$ cat src/rtl/mf3_pkg.sv
package mf3_pkg;

   // fixed field widths
   localparam int WIDTH_W    = 11;
   localparam int HEIGHT_W   = 12;
   localparam int ROW_W      = 12;
   localparam int OUT_COL_W  = 10;
   localparam int CSR_DATA_W = 12;
   localparam int CSR_IDX_W  = 2;
   localparam int WIN_SIZE   = 9;

   // register reset values and lower bounds
   localparam logic [WIDTH_W-1:0]  WIDTH_RESET  = 11'd640;
   localparam logic [HEIGHT_W-1:0] HEIGHT_RESET = 12'd480;
   localparam logic [WIDTH_W-1:0]  WIDTH_MIN    = 11'd3;
   localparam logic [HEIGHT_W-1:0] HEIGHT_MIN   = 12'd3;

   // register indexes
   localparam logic [CSR_IDX_W-1:0] CSR_FRAME_WIDTH  = 2'd0;
   localparam logic [CSR_IDX_W-1:0] CSR_FRAME_HEIGHT = 2'd1;

   // position info that rides along with a window
   typedef struct packed {
      logic [ROW_W-1:0]     out_row;
      logic [OUT_COL_W-1:0] out_col;
      logic                 frame_done;
   } meta_type;

endpackage

$ cat src/rtl/mf3_median.sv
// Median-of-nine sorting network split over two register stages; the second is the output register.
module mf3_median #(
   parameter int PIXEL_BITS = 8
) (
   input  logic                                           clock,
   input  logic                                           reset,
   input  logic                                           in_valid,
   output logic                                           in_ready,
   input  logic [mf3_pkg::WIN_SIZE-1:0][PIXEL_BITS-1:0]   in_win,
   input  mf3_pkg::meta_type                              in_meta,
   output logic                                           out_valid,
   input  logic                                           out_ready,
   output logic [PIXEL_BITS-1:0]                          out_median,
   output mf3_pkg::meta_type                              out_meta
);
   import mf3_pkg::*;

   // compare-exchange pairs, first three layers then the rest
   localparam int NA = 9;
   localparam int NB = 10;
   localparam int A_LO [NA] = '{1, 4, 7, 0, 3, 6, 1, 4, 7};
   localparam int A_HI [NA] = '{2, 5, 8, 1, 4, 7, 2, 5, 8};
   localparam int B_LO [NB] = '{0, 5, 4, 3, 1, 2, 4, 4, 6, 4};
   localparam int B_HI [NB] = '{3, 8, 7, 6, 4, 5, 7, 2, 4, 2};

   logic [PIXEL_BITS-1:0] pa [WIN_SIZE];
   logic [PIXEL_BITS-1:0] pb [WIN_SIZE];
   logic [PIXEL_BITS-1:0] a_lo, a_hi, b_lo, b_hi;

   logic                  a_valid_ff;
   logic [PIXEL_BITS-1:0] a_win_ff [WIN_SIZE];
   meta_type              a_meta_ff;
   logic                  o_valid_ff;
   logic [PIXEL_BITS-1:0] o_median_ff;
   meta_type              o_meta_ff;

   logic a_adv;

   assign a_adv    = a_valid_ff && (!o_valid_ff || out_ready);
   assign in_ready = !a_valid_ff || a_adv;

   // first layers of the network
   always_comb begin
      for (int i = 0; i < WIN_SIZE; i++) begin
         pa[i] = in_win[i];
      end
      a_lo = '0;
      a_hi = '0;
      for (int j = 0; j < NA; j++) begin
         a_lo = (pa[A_LO[j]] > pa[A_HI[j]]) ? pa[A_HI[j]] : pa[A_LO[j]];
         a_hi = (pa[A_LO[j]] > pa[A_HI[j]]) ? pa[A_LO[j]] : pa[A_HI[j]];
         pa[A_LO[j]] = a_lo;
         pa[A_HI[j]] = a_hi;
      end
   end

   // remaining layers, median lands in slot 4
   always_comb begin
      for (int i = 0; i < WIN_SIZE; i++) begin
         pb[i] = a_win_ff[i];
      end
      b_lo = '0;
      b_hi = '0;
      for (int j = 0; j < NB; j++) begin
         b_lo = (pb[B_LO[j]] > pb[B_HI[j]]) ? pb[B_HI[j]] : pb[B_LO[j]];
         b_hi = (pb[B_LO[j]] > pb[B_HI[j]]) ? pb[B_LO[j]] : pb[B_HI[j]];
         pb[B_LO[j]] = b_lo;
         pb[B_HI[j]] = b_hi;
      end
   end

   // stage A register
   always_ff @(posedge clock) begin
      if (reset) begin
         a_valid_ff <= 1'b0;
      end else if (in_ready) begin
         a_valid_ff <= in_valid;
      end
      if (in_ready && in_valid) begin
         a_win_ff  <= pa;
         a_meta_ff <= in_meta;
      end
   end

   // output register
   always_ff @(posedge clock) begin
      if (reset) begin
         o_valid_ff <= 1'b0;
      end else if (a_adv) begin
         o_valid_ff <= 1'b1;
      end else if (out_ready) begin
         o_valid_ff <= 1'b0;
      end
      if (a_adv) begin
         o_median_ff <= pb[4];
         o_meta_ff   <= a_meta_ff;
      end
   end

   assign out_valid  = o_valid_ff;
   assign out_median = o_median_ff;
   assign out_meta   = o_meta_ff;
endmodule

$ cat config.mk
export PLATFORM = sky130hd
export DESIGN_NAME = mf3_median
export DESIGN_NICKNAME = d
export VERILOG_FILES = /design/src/rtl/mf3_pkg.sv /design/src/rtl/mf3_median.sv
export SDC_FILE = /design/constraint.sdc
export NUM_CORES = 1
export LEC_CHECK = 0
export BUFFER_PORTS_ARGS = -buffer_cell sky130_fd_sc_hd__buf_2
export CAP_MARGIN = 10
export CORE_ASPECT_RATIO = 1.2
export CORE_MARGIN = 2
export CORE_UTILIZATION = 54
export CTS_CLUSTER_DIAMETER = 150
export CTS_CLUSTER_SIZE = 20
export DETAILED_ROUTE_END_ITERATION = 12
export HOLD_SLACK_MARGIN = 0.03
export PLACE_DENSITY = 0.85
export SLEW_MARGIN = 20
export SYNTH_ARGS = -nofsm -noshare
export SYNTH_HDL_FRONTEND = slang
export SYNTH_SLANG_ARGS = --single-unit
$ cat constraint.sdc
create_clock -name clock -period 9.75 [get_ports clock]
set_input_delay 0.975 -clock clock [delete_from_list [all_inputs] [get_ports clock]]
set_output_delay 0.975 -clock clock [all_outputs]
set_load 0.01 [all_outputs]
Yosys cells after proc, flatten, opt, wreduce, memory -nomap -nowiden. Index checks and enable logic that the tools add are counted.

Register bits after elaboration: 128. Input bits: 99. Output and inout bits: 33. Logic and storage cells: 76.

Magnitude comparators: 19. Multiplexer cells: 32. Reductions and logical operators: 7.

Operators with widths (count): $mux 8 (30); $gt 8x8->1 (19); $logic_and 1x1->1 (2); $logic_not 1->1 (2); $logic_or 1x1->1 (2); $mux 1 (2); $reduce_bool 2->1 (1).

Logic depth before layout (Yosys ltp).
Word-level depth: 12. Mapped depth: 57. Gate-level depth less buffers: 52.

Worst setup path after synthesis. No wires, ideal clock.

Path type: register to register. Start point: reg a_win_ff[9] (netlist name). End point: reg o_median_ff[2] (netlist: out_median[2]) (data pin). Arrival: 10.115 ns. Slack: -0.633 ns. Cell stages (with the launch flop): 56. Path buffers: 6. Clock period less this slack: 10.383 ns. Cell sequence: edfxtp_1 inv_1 ha_1 nor2b_1 o211ai_1 a21oi_1 o21ai_2 buf_2 mux2_2 inv_1 ha_1 a21o_1 a21o_1 a21oi_1 o21ai_0 o221ai_2 buf_6 mux2i_1 [20 not listed] o21ai_0 a311o_1 o211ai_1 or2_1 clkbuf_1 a31oi_1 or2_1 ha_1 nor2b_1 o21a_1 o21ai_0 nand2b_1 a21oi_1 o21ai_0 and2_1 buf_1 clkbuf_1 o31ai_1.

Cells in the longest elaborated chain, start to end: 12.

RTL lines: start, declared (line mf3_median.sv:31) `logic [PIXEL_BITS-1:0] a_win_ff [WIN_SIZE];`; start signal, assigned (line mf3_median.sv:80) `a_win_ff <= pa;`; $gt 8x8->1 (line mf3_median.sv:65, mf3_median.sv:66); $mux 8 (line mf3_median.sv:65) `b_lo = (pb[B_LO[j]] > pb[B_HI[j]]) ? pb[B_HI[j]] : pb[B_LO[j]];`; $gt 8x8->1 (line mf3_median.sv:66) `b_hi = (pb[B_LO[j]] > pb[B_HI[j]]) ? pb[B_LO[j]] : pb[B_HI[j]];`; $mux 8 (line mf3_median.sv:66); $gt 8x8->1; $mux 8 * (line mf3_median.sv:65); $gt 8x8->1 (line mf3_median.sv:65, mf3_median.sv:66); $mux 8 (line mf3_median.sv:65); $gt 8x8->1 (line mf3_median.sv:66); $mux 8 (line mf3_median.sv:66); $gt 8x8->1; $mux 8 * (line mf3_median.sv:65); net b_lo[2] (line mf3_median.sv:28) `logic [PIXEL_BITS-1:0] a_lo, a_hi, b_lo, b_hi;`; end signal, assigned (line mf3_median.sv:95) `o_median_ff <= pb[4];`; end, declared (line mf3_median.sv:34) `logic [PIXEL_BITS-1:0] o_median_ff;`.

Mark *: on every way through the listed nets, which the timed path passes. The rest lies on a longest branch. A chain may end at the register's enable or synchronous reset.

Worst setup path in the final report.
Start point: reg a_win_ff[15] (netlist name). End point: reg o_median_ff[1] (netlist: out_median[1]) (data pin).

The elaborated chain is that of the path after synthesis.

==> summary.log <==
[timing] Fmax achieved 100 MHz
[cts] clock slew at the register clock pins of the worst setup and hold paths 0.06 ns
[global_route] via count of the first global-routing pass 8,526
[setup_path] Crit path required time 9.94 ns
[timing] final setup fails 8
[detailed_routing] residual antenna-violating net count after detailed routing 0
[setup_path] most prevalent standard cell on the critical path sky130_fd_sc_hd__nor2_1
[logic_synthesis] netlist area before placement 10,600 sq um
[floorplanning] Horiz. Die Dim 132 um
[cts] clock tree from TritonCTS done
[cts] CTS root buffer sky130_fd_sc_hd__clkbuf_16
[global_route] total gr overflow 0
[timing] final worst-path setup slack -0.212 ns
[cts] hold bufs inserted after CTS 0
[floorplanning] effective utilization at floorplan 54.6%
[cts] clock latency on the worst-skew pair 0.44 ns
[floorplanning] Top-Level Pins 132
[logic_synthesis] post-synthesis async set-or-reset flop share 0%
[layout] Layout Nets 1,516
[min_path] worst hold path class flop to flop
[floorplanning] std cell rows 56
[global_route] initial antenna violation count 0
[logic_synthesis] library cell occupying the most area in the post-synthesis netlist sky130_fd_sc_hd__edfxtp_1
[timing] Max Slew Vio Count 0
[layout] area overhead of the layout relative to synthesis 26.8%
[logic_synthesis] leading post-synthesis cells by cell area sky130_fd_sc_hd__edfxtp_1 36%, sky130_fd_sc_hd__ha_1 18%, sky130_fd_sc_hd__mux2i_1 11%
[timing] Hold Violations, Final 0
[logic_synthesis] post-synthesis sequential element count 128
[timing] min cycle time layout 9.96 ns
[timing] crit share post-route 102%
[outcome] outcome finished with violations
[floorplanning] Die Area 20,700 sq um
[cts] number of sinks handled by clock tree synthesis 128
[setup_path] maximum fanout along the worst path 7
[floorplanning] die outline height 157 um
[setup_path] data arrival time of the critical path 10.15 ns
[place] placed cell area 11,800 sq um
[layout] antenna cells 0
[detailed_routing] via density per instance 5.98
[setup_path] type of destination of the critical path flop
[timing] relative slew slack 38.8%
[layout] fraction of layout instances using a drive strength above 1 29.1%
[place] count of input and output buffers 131
[cts] number of buffers inserted during clock tree synthesis 17
[detailed_routing] via total after detailed routing 9,218
[global_route] global-route wire length before repair 41,600 um
[setup_path] slowest cell on the critical path sky130_fd_sc_hd__edfxtp_1
[layout] post-route cell area 13,400 sq um
[setup_path] nature of the critical path startpoint flop
[outcome] failing checks negative setup slack
[place] placer congestion estimate 0.958
[global_route] largest net degree at the start of global routing 71
[detailed_routing] drt initial violations 973
[floorplanning] Core Footprint 19,300 sq um
[logic_synthesis] share of the yosys chip area belonging to registers 36.2%
[detailed_routing] Avg WL per Cell 19.0 um
[global_route] Total GRT Usage 25.4%
[timing] setup skew after layout 0.0114 ns
[cts] clock tree buffer depth 2
[detailed_routing] DRC violations left 0
[layout] fraction of the core area covered by cells at the end of the flow 69.2%
[logic_synthesis] number of distinct library cells after synthesis 61
[logic_synthesis] most used standard cell by instance count after synthesis sky130_fd_sc_hd__ha_1
[setup_path] highest cell delay on the worst timing path 0.39 ns
[logic_synthesis] synthesized netlist net count 1,319
[logic_synthesis] Mean Syn Cell Area 9.87 sq um
[detailed_routing] 1st-pass router iterations 6
[logic_synthesis] most frequently used flop master after synthesis sky130_fd_sc_hd__edfxtp_1
[logic_synthesis] warning count from the yosys run 0
[timing] measured slew at the worst slew-check pin 0.917 ns
[logic_synthesis] top cells by count, synth 150 x sky130_fd_sc_hd__ha_1, 126 x sky130_fd_sc_hd__edfxtp_1, 119 x sky130_fd_sc_hd__mux2i_1, 116 x sky130_fd_sc_hd__inv_1, 74 x sky130_fd_sc_hd__nor2_1
[cts] H-tree levels 4
[logic_synthesis] portion of synthesized cell area occupied by the leading cell type 35.8%
[timing] unrepaired setup endpoints after global routing true
[timing] final hold slack 0.415 ns
[logic_synthesis] number of enable-type register cells in the synthesized netlist 126
[setup_path] kind of critical path flop to flop
[detailed_routing] DRT Wirelength 29,200 um
[flow_run] max cap viols 0
[place] Detailed Place HPWL 20,500 um
[logic_synthesis] post-synthesis cell count 1,070
-- routing by layer --
metal / vias to the layer above / global-route usage (%) / part of all wire, %
li1: 4328 / - / -
met4: 0 / 13.5 / 5.8
met2: 459 / 46.6 / 51
met3: 118 / 4.15 / 5.5
met5: - / 0 / 0
met1: 4313 / 28.4 / 38
-- critical path: cells and delay by family, from the launching register on --
kind | cells | cell delay (ns)
fa+ha+maj | 6 | 1.76
mux | 4 | 0.94
flops | 1 | 0.39
simple gates | 14 | 1.69
buf+inv | 11 | 1.43
xor+xnor | 1 | 0.20
compound gates | 18 | 3.26
-- final timing paths --
path         depth (start not counted)  slack, ns     startpoint       endpoint
max                                 54      -0.21   a_win_ff[15]  out_median[1]
min                                  0       0.42  a_meta_ff[16]   out_meta[16]
max reg2reg                         54      -0.21   a_win_ff[15]  out_median[1]
min reg2reg                          0       0.42  a_meta_ff[16]   out_meta[16]
-- stage by stage --
step | cells | TNS (ns) | setup WS [ns]
3_3_place_gp | 1473 | 0 | 0.00534
3_5_place_dp | 1473 | -2.85 | -0.449
6_report | 1541 | -1.30 | -0.212
2_1_floorplan | 1070 | 0 | 0.00675
4_1_cts | 1511 | 0 | 0.0128
5_1_grt | 1541 | -3.55 | -0.610
-- cells by family after synthesis --
logic type      synth area share [%]
buf+inv                         5.41
fa+ha+maj                       17.8
simple gates                    11.1
mux                             13.8
compound gates                  15.6
flops                           36.2
xor+xnor                       0.166
-- cell usage in the layout (no fill, tap or decap), drive strengths merged, types with 4 or more instances in the layout --
cell,count
o21ai,69
nor2,75
mux2i,119
a211oi,9
nor2b,18
inv,125
nor3,5
ha,150
a21o,49
mux2,23
nor4,7
buf,208
nand4,9
clkbuf,18
nand3,33
and3,9
a31oi,12
o211ai,4
edfxtp,126
o31ai,8
nand2,61
or2,4
a21oi,61
and2,11
o21a,20
nand2b,12
o22ai,4
-- layout make-up --
| type | count | area [sq um] |
|---|---|---|
| Multi-Input combinational cell | 795 | 6890 |
| Fill cell | 1337 | 5950 |
| Sequential cell | 128 | 3820 |
| Timing Repair Buffer | 209 | 1310 |
| Inverter | 116 | 440 |
| Clock buffer | 17 | 425 |
| Tap cell | 261 | 327 |
| Clock inverter | 15 | 166 |
-- flip-flops by register name, summed over array words and instances (netlist names) --
register,count
a_meta_ff,23
out_meta,23
a_win_ff,72
a_valid_ff,1
out_valid,1
out_median,8
-- repair_timing --
action / in CTS / in global routing
cloned: 0 / 3
buffers inserted: 6 / 27
resized for setup: 15 / 116
pin swaps: 8 / 32
setup endpoints to repair: 8 / 8
Power is left out: the tool's default activity adds up to more than one toggle a clock period on the data nets, which glitch-free logic cannot reach.
